$ cat config.mk
export PLATFORM = sky130hd
export DESIGN_NAME = frame_parser_xor_parity
export DESIGN_NICKNAME = d
export VERILOG_FILES = /design/src/sv/fpxp_pkg.sv /design/src/sv/fpxp_core.sv /design/src/sv/frame_parser_xor_parity.sv
export SDC_FILE = /design/constraint.sdc
export NUM_CORES = 1
export LEC_CHECK = 0
export BUFFER_PORTS_ARGS = -buffer_cell sky130_fd_sc_hd__clkbuf_2
export CAP_MARGIN = 30
export CORE_ASPECT_RATIO = 1.25
export CORE_MARGIN = 4
export CORE_UTILIZATION = 58
export DETAILED_ROUTE_END_ITERATION = 16
export PLACE_DENSITY = 0.85
export SYNTH_ARGS = -nofsm -noshare
export SYNTH_HDL_FRONTEND = slang
export SYNTH_HIERARCHICAL = 1
export SYNTH_SLANG_ARGS = --single-unit
$ cat constraint.sdc
create_clock -name clk_i -period 6.7 [get_ports clk_i]
set_input_delay 0.335 -clock clk_i [delete_from_list [all_inputs] [get_ports clk_i]]
set_output_delay 0.335 -clock clk_i [all_outputs]
set_load 0.01 [all_outputs]
$ cat src/sv/fpxp_pkg.sv
// Shared types and constants of the frame parser with XOR parity check.
package fpxp_pkg;

  localparam int unsigned ByteW = 8;
  localparam int unsigned NibW  = 4;

  localparam logic [ByteW-1:0] MarkerReset = 8'd126;

  typedef enum logic [2:0] {
    PH_IDLE = 3'd0,
    PH_LEN  = 3'd1,
    PH_HDR  = 3'd2,
    PH_DATA = 3'd3,
    PH_PAR  = 3'd4
  } phase_e;

  typedef enum logic [1:0] {
    ST_OK         = 2'd0,
    ST_PARITY_ERR = 2'd1,
    ST_NO_MARKER  = 2'd2
  } status_e;

  localparam logic KindData = 1'b0;
  localparam logic KindEnd  = 1'b1;

  typedef struct packed {
    logic             kind;
    logic [ByteW-1:0] data_byte;
    logic [ByteW-1:0] frame_length;
    logic [NibW-1:0]  sequence_number;
    logic [NibW-1:0]  frame_type;
    status_e          status;
    logic             last;
  } result_t;

endpackage

$ cat src/sv/fpxp_core.sv
// Frame parsing state machine and result formation for data, parity and non-marker idle bytes.
module fpxp_core (
  input  logic                        clk_i,
  input  logic                        rst_ni,
  input  logic                        accept_i,
  input  logic [fpxp_pkg::ByteW-1:0]  rx_byte_i,
  input  logic [fpxp_pkg::ByteW-1:0]  marker_i,
  output logic                        res_valid_o,
  output fpxp_pkg::result_t           res_o
);
  import fpxp_pkg::*;

  phase_e           phase_q, phase_d;
  logic [ByteW-1:0] bytes_left_q, bytes_left_d;
  logic [ByteW-1:0] parity_acc_q, parity_acc_d;
  logic [ByteW-1:0] held_length_q, held_length_d;
  logic [NibW-1:0]  held_sequence_q, held_sequence_d;
  logic [NibW-1:0]  held_type_q, held_type_d;

  // Next phase
  always_comb begin
    phase_d = phase_q;
    if (accept_i) begin
      unique case (phase_q)
        PH_LEN:  phase_d = PH_HDR;
        PH_HDR:  phase_d = (held_length_q != '0) ? PH_DATA : PH_PAR;
        PH_DATA: phase_d = (bytes_left_q == ByteW'(1)) ? PH_PAR : PH_DATA;
        PH_PAR:  phase_d = PH_IDLE;
        default: phase_d = (rx_byte_i == marker_i) ? PH_LEN : PH_IDLE;
      endcase
    end
  end

  // Held header fields, byte count and running parity
  always_comb begin
    bytes_left_d    = bytes_left_q;
    parity_acc_d    = parity_acc_q;
    held_length_d   = held_length_q;
    held_sequence_d = held_sequence_q;
    held_type_d     = held_type_q;
    if (accept_i) begin
      unique case (phase_q)
        PH_LEN: begin
          held_length_d = rx_byte_i;
        end
        PH_HDR: begin
          held_sequence_d = rx_byte_i[ByteW-1:NibW];
          held_type_d     = rx_byte_i[NibW-1:0];
          parity_acc_d    = '0;
          bytes_left_d    = held_length_q;
        end
        PH_DATA: begin
          parity_acc_d = parity_acc_q ^ rx_byte_i;
          bytes_left_d = bytes_left_q - ByteW'(1);
        end
        default: ;
      endcase
    end
  end

  // Result for the accepted byte
  always_comb begin
    res_valid_o           = 1'b0;
    res_o.kind            = KindEnd;
    res_o.data_byte       = '0;
    res_o.frame_length    = held_length_q;
    res_o.sequence_number = held_sequence_q;
    res_o.frame_type      = held_type_q;
    res_o.status          = ST_OK;
    res_o.last            = 1'b1;
    unique case (phase_q)
      PH_LEN, PH_HDR: ;
      PH_DATA: begin
        res_valid_o     = accept_i;
        res_o.kind      = KindData;
        res_o.data_byte = rx_byte_i;
        res_o.last      = 1'b0;
      end
      PH_PAR: begin
        res_valid_o = accept_i;
        // zero-length frames are not checked
        if (held_length_q != '0 && rx_byte_i != parity_acc_q) begin
          res_o.status = ST_PARITY_ERR;
        end
      end
      default: begin
        res_valid_o           = accept_i && (rx_byte_i != marker_i);
        res_o.frame_length    = '0;
        res_o.sequence_number = '0;
        res_o.frame_type      = '0;
        res_o.status          = ST_NO_MARKER;
      end
    endcase
  end

  always_ff @(posedge clk_i or negedge rst_ni) begin
    if (!rst_ni) begin
      phase_q         <= PH_IDLE;
      bytes_left_q    <= '0;
      parity_acc_q    <= '0;
      held_length_q   <= '0;
      held_sequence_q <= '0;
      held_type_q     <= '0;
    end else begin
      phase_q         <= phase_d;
      bytes_left_q    <= bytes_left_d;
      parity_acc_q    <= parity_acc_d;
      held_length_q   <= held_length_d;
      held_sequence_q <= held_sequence_d;
      held_type_q     <= held_type_d;
    end
  end

  a_data_count_nonzero: assert property (@(posedge clk_i) disable iff (!rst_ni)
    phase_q == PH_DATA |-> bytes_left_q != '0)
    else $error("data phase with no bytes left");

  a_parity_closes: assert property (@(posedge clk_i) disable iff (!rst_ni)
    accept_i && phase_q == PH_PAR |=> phase_q == PH_IDLE)
    else $error("parity byte did not close the frame");

  a_empty_frame_skips_data: assert property (@(posedge clk_i) disable iff (!rst_ni)
    accept_i && phase_q == PH_HDR && held_length_q == '0 |=> phase_q == PH_PAR)
    else $error("zero-length frame entered data phase");

endmodule

$ cat src/sv/frame_parser_xor_parity.sv
// Top level: byte-stream frame parser with XOR parity check and APB register.
//
//  channel | direction | handshake                 | payload
//  --------+-----------+---------------------------+------------------------------------
//  in      | sink      | in_valid_i / in_stall_o   | rx_byte_i
//  out     | source    | out_valid_o / out_stall_i | kind_o, data_byte_o, frame_length_o,
//          |           |                           | sequence_number_o, frame_type_o,
//          |           |                           | status_o, last_o
//  cfg     | APB slave | psel/penable/pready       | paddr, pwdata, prdata
//
//  One byte is accepted per cycle while in_stall_o is low; its result, if any, is registered.
//  A two-entry output buffer (result register plus skid register) sets the rate.
//  in_stall_o rises only while the skid register holds a request.
//  Reset brings the parser to idle and the marker register to 126.
module frame_parser_xor_parity (
  input  logic                         clk_i,
  input  logic                         rst_ni,
  input  logic                         in_valid_i,
  output logic                         in_stall_o,
  input  logic [fpxp_pkg::ByteW-1:0]   rx_byte_i,
  output logic                         out_valid_o,
  input  logic                         out_stall_i,
  output logic                         kind_o,
  output logic [fpxp_pkg::ByteW-1:0]   data_byte_o,
  output logic [fpxp_pkg::ByteW-1:0]   frame_length_o,
  output logic [fpxp_pkg::NibW-1:0]    sequence_number_o,
  output logic [fpxp_pkg::NibW-1:0]    frame_type_o,
  output logic [1:0]                   status_o,
  output logic                         last_o,
  input  logic                         psel,
  input  logic                         penable,
  input  logic                         pwrite,
  input  logic [2:0]                   paddr,
  input  logic [31:0]                  pwdata,
  output logic [31:0]                  prdata,
  output logic                         pready
);
  import fpxp_pkg::*;

  logic [ByteW-1:0] marker_q;
  logic             in_accept;
  logic             res_valid;
  result_t          res;
  logic             out_valid_q, skid_valid_q;
  result_t          out_q, skid_q;
  logic             out_free;

  // Configuration register
  assign pready = 1'b1;
  assign prdata = (paddr[2] == 1'b0) ? {24'd0, marker_q} : 32'd0;

  always_ff @(posedge clk_i or negedge rst_ni) begin
    if (!rst_ni) begin
      marker_q <= MarkerReset;
    end else if (psel && penable && pwrite && pready && paddr[2] == 1'b0) begin
      marker_q <= pwdata[ByteW-1:0];
    end
  end

  assign in_stall_o = skid_valid_q;
  assign in_accept  = in_valid_i && !in_stall_o;

  fpxp_core u_core (
    .clk_i       (clk_i),
    .rst_ni      (rst_ni),
    .accept_i    (in_accept),
    .rx_byte_i   (rx_byte_i),
    .marker_i    (marker_q),
    .res_valid_o (res_valid),
    .res_o       (res)
  );

  // Output slot frees when empty or taken this cycle
  assign out_free = !out_valid_q || !out_stall_i;

  always_ff @(posedge clk_i or negedge rst_ni) begin
    if (!rst_ni) begin
      out_valid_q  <= 1'b0;
      skid_valid_q <= 1'b0;
    end else begin
      if (skid_valid_q) begin
        if (out_free) begin
          out_valid_q  <= 1'b1;
          skid_valid_q <= 1'b0;
        end
      end else if (res_valid) begin
        if (out_free) begin
          out_valid_q <= 1'b1;
        end else begin
          skid_valid_q <= 1'b1;
        end
      end else if (out_free) begin
        out_valid_q <= 1'b0;
      end
    end
  end

  always_ff @(posedge clk_i) begin
    if (skid_valid_q) begin
      if (out_free) begin
        out_q <= skid_q;
      end
    end else if (res_valid) begin
      if (out_free) begin
        out_q <= res;
      end else begin
        skid_q <= res;
      end
    end
  end

  assign out_valid_o       = out_valid_q;
  assign kind_o            = out_q.kind;
  assign data_byte_o       = out_q.data_byte;
  assign frame_length_o    = out_q.frame_length;
  assign sequence_number_o = out_q.sequence_number;
  assign frame_type_o      = out_q.frame_type;
  assign status_o          = out_q.status;
  assign last_o            = out_q.last;

  a_skid_behind_out: assert property (@(posedge clk_i) disable iff (!rst_ni)
    skid_valid_q |-> out_valid_q)
    else $error("skid register holds a request ahead of the output register");

  a_out_hold_stalled: assert property (@(posedge clk_i) disable iff (!rst_ni)
    out_valid_q && out_stall_i |=> out_valid_q && $stable(out_q))
    else $error("stalled result changed or dropped");

  a_no_result_when_full: assert property (@(posedge clk_i) disable iff (!rst_ni)
    res_valid |-> !skid_valid_q)
    else $error("result formed while the skid register is full");

endmodule
==> impl_results.md, run 1 <==
- First-pass iteration count of the detailed router: 5
- Die W: 89.48 um
- Initial detailed-routing violation count: 197
- CP Max Fanout: 27
- Max-cap violation count: 0
- Hold Path Class: in2async
- Syn Inst Count: 379
- Initial Utilization: 60.72%
- Max incr delay on CP: 0.90 ns
- Number of library cell types mapped by synthesis: 51
- Worst Max-Slew Pin Slew: 0.9819 ns
- Ports: 113
- Primary FF master, synth: edfxtp_1
- Yosys reg bits: 101
- Port Buffers: 61
- CTS buffer count: 9
- Syn Area/Cell: 12.70 sq um
- Reg-to-Reg Start: u_core/phase_q[0]
- FF-to-FF End: skid_q[17]
- Later-pin clock latency in the skew report: 0.37 ns
- Slew Viols, Final: 0
- Ant diodes: 0
- Post-Route Setup TNS: 0 ns
- Most common library cell in the layout ignoring fill and taps: clkbuf_2
- Peak VDD IR: 0.0002292 V
- Total gr overflow: 0
- Critical Path End Type: register
- Critical-path top delay cell: and3b_1
- # fillers: 593
- Final period utilization: 51.43%
- Slew margin rel.: 34.54%
- RSZ-0062 raised after global routing: no
- Worst R2R Path Depth: 6
- Clock sink total: 101
- First-pass GRT wire length: 14950 um
- ANT nets after route: 0
- Clock transition at path regs: 0.09 ns
- Crit Path Class: reg2reg
- Final setup violation count: 0
- Crit path DAT: 3.50 ns
- Register area share after synthesis: 58.49%
- Most frequent cells in the layout: clkbuf_2 (61), edfxtp_1 (56), mux2_2 (51), dfrtp_1 (39), o21ai_0 (26)
- CTS tree: done
- Status: finished, final reports clean
- Clock Tree Root: clkbuf_8
- Startpoint types: register
- Die H: 109.9 um
- Clk_skew: 0.007393 ns
- YS warnings: 6
- Largest net degree at the start of global routing: 46
- Core ar.: 7928 sq um
- H-tree Lvls: 3
- Via count: 3057
- Hold Buf Count CTS: 0
- Drt drc: 0
- EDFF count, synth: 56
- Fin crit period: 3.446 ns
- Post-DP HPWL: 6279 um
- Post-synthesis cell area: 4813 sq um
- Worst R2R Setup Slack: 3.25 ns
- Area grow syn2layout: 9.384%
- Vias/cell: 5.757
- CTS Buffer Depth: 2
- Fin nets: 483
- WL/cell: 17.13 um
- Fmax: 290.2 MHz
- Vias in the first global route: 3069
- CP required: 6.75 ns
- Leakage: 2.211 nW
- GPL Wtd Cong: 0.8503
- Pwr Total: 0.002239 W
- PwrDens: 425.2 nW/um^2
- Total track usage: 20.17%
- Row count: 36
- Synth async-reset ratio: 44.55%
- Critical-path cell list: and3b_1 > nor2_1 > o211ai_1 > o311a_1 > nor3b_2 > buf_4
- CTS resizes: 0
- Final Hold Viols: 0
- Die area: 9829 sq um
- Total Wirelength: 9095 um
- Initial antenna violation count: 0
- Share of cells above drive strength 1: 36.24%
- Post-CTS setup buffers: 0
-- routing by layer --
| layer | up-vias | part of all wire, % | routed length, um | track usage [%] |
|---|---|---|---|---|
| met3 | 20 | 6.1 | 555 | 4.573 |
| met4 | 0 | 3.9 | 354 | 11.38 |
| met1 | 1500 | 39 | 3556 | 24.07 |
| met2 | 135 | 51 | 4628 | 33.25 |
| met5 | - | 0 | 0 | 0 |
| li1 | 1402 | - | - | - |
-- flip-flops by register name, summed over array words and instances, names as in the netlist, 8 cells and up --
register,count
data_byte_o,8
frame_length_o,8
marker_q,8
skid_q,28
u_core/bytes_left_q,8
u_core/held_length_q,8
u_core/parity_acc_q,8
-- worst max-delay path by stage --
stage	startpoint	endpoint	slack (ns)	depth (start not counted)
6_report	u_core/phase_q[0]	skid_q[17]	3.25	6
4_1_cts	u_core/phase_q[0]	skid_q[17]	3.28	6
5_1_grt	u_core/phase_q[0]	skid_q[17]	3.02	6
3_3_place_gp	u_core/phase_q[0]	skid_q[15]	3.40	6
3_5_place_dp	u_core/phase_q[0]	skid_q[16]	3.31	6
2_1_floorplan	in_stall_o	skid_q[0]	2.87	4
-- kinds of logic (layout without fill, tap and decap cells) --
| kind of cell | count (synthesis) | count (layout) | share of synthesized area [%] |
|---|---|---|---|
| other cells | 2 | 25 | 0.1560 |
| buf+inv | 56 | 90 | 6.966 |
| mux | 51 | 51 | 11.93 |
| xor+xnor | 17 | 17 | 3.093 |
| simple gates | 96 | 96 | 12.09 |
| compound gates | 54 | 54 | 6.759 |
| flops | 101 | 101 | 58.49 |
| fa+ha+maj | 2 | 2 | 0.5198 |
-- cells in the mapped netlist (2+ instances only) --
cell,instances,area [sq um]
xor2_1,16,140.1
nand4_1,2,12.51
conb_1,2,7.510
o211ai_1,2,15.01
and3_1,2,12.51
o22ai_1,2,12.51
mux2_2,51,574.3
dfrtp_1,39,975.9
nor2b_1,2,12.51
clkbuf_2,5,25.02
clkbuf_1,9,33.78
o21ai_0,26,130.1
dfstp_2,6,157.7
edfxtp_1,56,1682
a21oi_1,12,60.06
nor4_1,7,43.79
a31o_2,3,26.28
inv_1,7,26.28
nor2_1,18,67.56
buf_2,5,25.02
and2_1,23,143.9
and2b_2,8,70.07
buf_4,28,210.2
nand3_1,9,45.04
ha_1,2,25.02
nand2_1,11,41.29
nand2b_1,2,12.51
-- power breakdown --
group | switching [W] | internal, W
combinational | 0.000423 | 0.000340
sequential | 0.000132 | 0.000959
clock | 0.000203 | 0.000181
-- critical path: cells and delay by family, from the launching register on --
kind            cells  cell delay, ns
compound gates      2            0.46
buf+inv             1            0.39
flops               1            0.66
simple gates        3            1.61
-- cell type report --
class	instances	area, sq um	share of cell area (%)
Sequential cell	101	2815	53.47
Multi-Input combinational cell	245	1758	33.39
Clock inverter	6	62.56	1.188
Inverter	8	30.03	0.5703
Timing Repair Buffer	66	342.8	6.511
Clock buffer	10	137.6	2.614
Tap cell	95	118.9	2.258
-- per-stage QoR --
step	worst slack [ns]	hold WS [ns]	area (sq um)	std cells	utilization, %
3_3_place_gp	3.400	0.4450	5057	514	63.79
6_report	3.254	0.03529	5265	531	66.41
4_1_cts	3.277	0.04963	5258	530	66.32
3_5_place_dp	3.308	0.4548	5057	514	63.79
2_1_floorplan	2.868	0.03941	4900	402	-
5_1_grt	3.025	0.08248	5265	531	66.41
Power figures use the tool's default switching activity.
==> run 2, diff against run 1 <==
--- a/config.mk
+++ b/config.mk
@@ -9,9 +9,9 @@
 export CAP_MARGIN = 30
 export CORE_ASPECT_RATIO = 1.25
 export CORE_MARGIN = 4
-export CORE_UTILIZATION = 58
+export CORE_UTILIZATION = 54
 export DETAILED_ROUTE_END_ITERATION = 16
-export PLACE_DENSITY = 0.85
+export PLACE_DENSITY = 0.8
 export SYNTH_ARGS = -nofsm -noshare
 export SYNTH_HDL_FRONTEND = slang
 export SYNTH_HIERARCHICAL = 1
==> constraint.sdc (replaced) <==
create_clock -name clk_i -period 3.3 [get_ports clk_i]
set_input_delay 0.165 -clock clk_i [delete_from_list [all_inputs] [get_ports clk_i]]
set_output_delay 0.165 -clock clk_i [all_outputs]
set_load 0.01 [all_outputs]
==> run 2 against run 1 <==
Effect of this change: combinational power rose by 100%; final cell count rose by 5.3%; worst hold slack got worse by 0.020 ns; highest routed layer unchanged.
==> impl_results.md, run 2 (synthesis gave the netlist of run 1 again) <==
- Largest net degree at the start of global routing: 32
- Die area: 10500 sq um
- Hold Buf Count CTS: 1
- Final setup violation count: 0
- Crit path DAT: 2.62 ns
- CP required: 3.34 ns
- Core ar.: 8701 sq um
- Critical Path End Type: register
- Status: finished, final reports clean
- First-pass iteration count of the detailed router: 4
- Final period utilization: 78.13%
- Worst Max-Slew Pin Slew: 0.7551 ns
- Fmax: 387.9 MHz
- Total gr overflow: 0
- Post-Route Setup TNS: 0 ns
- # fillers: 688
- Max-cap violation count: 0
- Initial detailed-routing violation count: 256
- Post-DP HPWL: 6268 um
- Clock sink total: 101
- GPL Wtd Cong: 0.9073
- Peak VDD IR: 0.0002979 V
- CP Max Fanout: 28
- Sw Pwr: 0.001551 W
- Area of the multi-input gates: 1764 sq um
- Clock Tree Root: clkbuf_8
- P_int: 0.003086 W
- Slew margin rel.: 49.66%
- Clk_skew: 0.009488 ns
- CTS buffer count: 9
- Final Hold Viols: 0
- Drt drc: 0
- Die H: 113.6 um
- Sequential Area: 2815 sq um
- Later-pin clock latency in the skew report: 0.37 ns
- Vias in the first global route: 2914
- Flop pwr share: 47.8%
- Power share of the combinational group: 33.5%
- Most frequent cells in the layout: clkbuf_2 (61), edfxtp_1 (56), mux2_2 (51), dfrtp_1 (39), o21ai_0 (26)
- Hold Path Class: in2reg
- Pwr Total: 0.004637 W
- Crit Path Class: reg2reg
- Ports: 113
- Total track usage: 17.98%
- PwrDens: 866.7 nW/um^2
- Post-CTS setup buffers: 0
- Fin nets: 486
- Clock transition at path regs: 0.10 ns
- WL/cell: 16.00 um
- Initial antenna violation count: 0
- Vias/cell: 5.365
- Slew Viols, Final: 0
- ANT nets after route: 0
- Port Buffers: 61
- Row count: 38
- First-pass GRT wire length: 14810 um
- CTS Buffer Depth: 2
- Die W: 92.45 um
- RSZ-0062 raised after global routing: no
- CTS tree: done
- Max reg flops: 28
- Initial Utilization: 55.32%
- Startpoint types: register
- Total Wirelength: 8944 um
- Clock share of power: 18.7%
- Sw Ratio: 33.44%
- Share of cells above drive strength 1: 36.22%
- Most flops, register: skid_q
- H-tree Lvls: 3
- CTS resizes: 0
- Via count: 2999
- Most common library cell in the layout ignoring fill and taps: clkbuf_2
- Area grow syn2layout: 11.15%
- Ant diodes: 0
- Fin crit period: 2.578 ns
- Leakage: 2.240 nW
==> run 2: cell types whose count changed in the layout (fill, tap and decap cells not counted), sizes merged <==
cell / previous run / this run
buf: 5 / 7
bufinv: 1 / 2
clkinv: 1 / 0
clkinvlp: 4 / 2
dlygate4sd3: 0 / 1
inv: 8 / 10
==> run 2: metrics by stage <==
stage               instances  cell area [sq um]  hold WS, ns  utilization, %  setup slack [ns]
finish                    559               5350      0.01567           61.49            0.7217
global route              559               5350     0.002140           61.49            0.4765
CTS                       559               5350     0.007963           61.49            0.7120
detailed placement        542               5117       0.2749           58.82            0.7450
global placement          542               5117       0.2581           58.82            0.8106
floorplan                 402               4905      -0.1306               -            0.1320
==> run 2: worst paths after layout <==
kind                       slack [ns]                        end                 startpoint  cells past startpoint
max                              0.72                  skid_q[0]          u_core/phase_q[0]                      6
min                              0.02                marker_q[7]                  pwdata[7]                      2
max reg2reg                      0.72                  skid_q[0]          u_core/phase_q[0]                      6
min reg2reg                      0.50  u_core/held_sequence_q[0]  u_core/held_sequence_q[0]                      1
max in group asynchronous        2.14                marker_q[5]                     rst_ni                      3
min in group asynchronous        0.39    u_core/held_length_q[4]                     rst_ni                      2
==> run 2: worst max-delay path, cell delays in order (launching register included) <==
cell and delay, ns:
dfrtp_1 0.65, and3b_1 0.48, nor2_1 0.10, o211ai_1 0.20
o311a_1 0.24, nor3b_4 0.19, buf_4 0.38
==> run 2: power groups by stage <==
| stage | Combinational [W] | Sequential [W] | Clock, W |
|---|---|---|---|
| after global routing | 0.00174 | 0.00226 | 0.000940 |
| after global placement | 0.00150 | 0.00222 | 0 |
| after detailed placement | 0.00156 | 0.00224 | 0 |
| after floorplan | 0.00108 | 0.00226 | 0 |
| after CTS | 0.00157 | 0.00221 | 0.000883 |
| final | 0.00155 | 0.00222 | 0.000867 |
==> run 2: layout make-up <==
| class | count | area share, % |
|---|---|---|
| well taps | 120 | 2.806 |
| clock inverters | 6 | 1.777 |
| flip-flops and latches | 101 | 52.62 |
| multi-input cells | 245 | 32.97 |
| clock buffers | 10 | 2.385 |
| inverters | 8 | 0.5613 |
| repair buffers | 69 | 6.876 |
==> run 2: per-layer routing <==
| layer | track usage, % | vias up | share of wire (%) |
|---|---|---|---|
| met1 | 23.36 | 1473 | 42 |
| met5 | 0 | - | 0 |
| met3 | 3.694 | 12 | 6.6 |
| met4 | 6.442 | 0 | 1.7 |
| met2 | 30.01 | 112 | 50 |
| li1 | - | 1402 | - |
==> run 3, diff against run 2 <==
==> constraint.sdc (replaced) <==
create_clock -name clk_i -period 2.5 [get_ports clk_i]
set_input_delay 0.125 -clock clk_i [delete_from_list [all_inputs] [get_ports clk_i]]
set_output_delay 0.125 -clock clk_i [all_outputs]
set_load 0.01 [all_outputs]
==> run 3 against run 2 <==
Effect of this change: flip-flop and latch count is the same; first-iteration DRC count decreased by 54%; largest cell class unchanged; combinational power up 41%; sequential share of layout area shrank 1.8 points; highest routed layer unchanged; maximum frequency rose by 14%; core utilization up 2.2 points; setup slack lost 0.49 ns; global-route usage rose by 0.66 points; sequential power grew 32%; worst hold slack gained 0.13 ns.
==> impl_results.md, run 3 (synthesis gave the netlist of run 1 again) <==
- Later-pin clock latency in the skew report: 0.37 ns
- Most frequent cells in the layout: clkbuf_2 (61), edfxtp_1 (56), mux2_2 (51), dfrtp_1 (39), o21ai_0 (26)
- Hold path endpoint: u_core/parity_acc_q[7]
- Worst R2R Setup Slack: 0.23 ns
- Die W: 92.45 um
- CTS Buffer Depth: 2
- Critical Path End Type: register
- Clock transition at path regs: 0.09 ns
- Worst R2R Path Depth: 6
- FF-to-FF End: data_byte_o[7]
- Setup ws final: 0.2295 ns
- Vias/cell: 5.379
- Hold slack: 0.1413 ns
- Core ar.: 8701 sq um
- Reg-to-Reg Start: marker_q[4]
- Drt drc: 0
- Leakage: 2.329 nW
- Die area: 10500 sq um
- Final period utilization: 90.82%
- Final Hold Viols: 0
- Area grow syn2layout: 15.08%
- H-tree Lvls: 3
- Hold Path Class: in2reg
- Slew Viols, Final: 0
- Crit Path Class: reg2reg
- Hold depth: 3
- Via count: 3125
- Post-CTS setup buffers: 0
- WL/cell: 16.66 um
- First-pass GRT wire length: 15360 um
- Max-cap violation count: 0
- Row count: 38
- CP Max Fanout: 14
- RSZ-0062 raised after global routing: no
- CTS tree: done
- Ant diodes: 0
- Status: finished, final reports clean
- CP required: 2.59 ns
- Final setup violation count: 0
- PwrDens: 1091 nW/um^2
- Worst Max-Slew Pin Slew: 0.6904 ns
- Max reg flops: 28
- Initial antenna violation count: 0
- Largest net degree at the start of global routing: 34
- Final design utilization: 63.66%
- CTS buffer count: 9
- Startpoint types: register
- Share of cells above drive strength 1: 37.96%
- Clk_skew: 0.01066 ns
- First-pass iteration count of the detailed router: 5
- Clock Tree Root: clkbuf_8
- Peak VDD IR: 0.0004013 V
- Crit path DAT: 2.36 ns
- Total gr overflow: 0
- Slew margin rel.: 53.98%
- ANT nets after route: 0
- Pwr Total: 0.006044 W
- Total Wirelength: 9677 um
- Vias in the first global route: 3094
- Ports: 113
- Fin nets: 508
- Fmax: 440.4 MHz
- Most flops, register: skid_q
- Post-DP HPWL: 6768 um
- Total track usage: 18.64%
- Port Buffers: 61
- Clock sink total: 101
- Initial detailed-routing violation count: 119
- Most common library cell in the layout ignoring fill and taps: clkbuf_2
- DP Worst Slack: 0.1076 ns
- Die H: 113.6 um
- Post-Route Setup TNS: 0 ns
- Fin crit period: 2.270 ns
- HP Start: rx_byte_i[7]
- Initial Utilization: 55.32%
- GPL Wtd Cong: 0.9396
-- run 3: changes by cell type in the layout (fill, tap and decap cells not counted), moves of 2 or more --
cell / change
a21oi_4: +2
buf_12: +2
buf_4: +11
bufinv_16: -2
clkinv_4: +2
dlygate4sd3_1: +8
-- run 3: stage by stage --
stage / std cells / area, sq um
after floorplan: 402 / 4925
after global placement: 554 / 5230
after detailed placement: 555 / 5250
after CTS: 580 / 5514
after global routing: 581 / 5539
final: 581 / 5539
-- run 3: worst max-delay path by stage --
stage | startpoint | to | cells after the start | slack, ns
floorplan | u_core/phase_q[2] | skid_q[0] | 7 | 0.08
finish | marker_q[4] | data_byte_o[7] | 6 | 0.23
global placement | marker_q[6] | data_byte_o[7] | 6 | 0.13
CTS | marker_q[6] | data_byte_o[7] | 6 | 0.09
global route | marker_q[4] | frame_type_o[3] | 6 | 0.007
detailed placement | marker_q[6] | last_o | 6 | 0.11
-- run 3: cell type report --
| class | instances | area, sq um |
|---|---|---|
| multi-input cells | 246 | 1799 |
| fillers | 664 | 3162 |
| inverters | 8 | 30.03 |
| flip-flops and latches | 101 | 2815 |
| clock inverters | 5 | 42.54 |
| clock buffers | 11 | 131.4 |
| repair buffers | 90 | 570.5 |
| well taps | 120 | 150.1 |
-- run 3: per-layer routing --
metal	part of all wire, %	global-route usage, %
met1	39	22.89
met2	52	32.19
met3	6.6	2.573
met4	2.4	9.316
met5	0	0
-- run 3: what timing repair did --
item / 4_1_cts / 5_1_grt
endpoints found under the setup margin: 0 / 28
hold buffers: 9 / 0
resized for setup: 0 / 3
hold endpoints to repair: 47 / 0
-- run 3: power by group --
| part | switching [W] | internal [W] | leakage (nW) |
|---|---|---|---|
| registers | 0.000353 | 0.00257 | 1.07 |
| logic | 0.00119 | 0.000990 | 1.18 |
| clock network | 0.000572 | 0.000374 | 0.0845 |
-- run 3: critical path, stage by stage (launching register included) --
cell and delay (ns):
dfstp_2 0.56, xor2_1 0.07, nor4_1 0.46, o211ai_1 0.19, o311a_1 0.19, nor2_2 0.33, a21oi_4 0.18
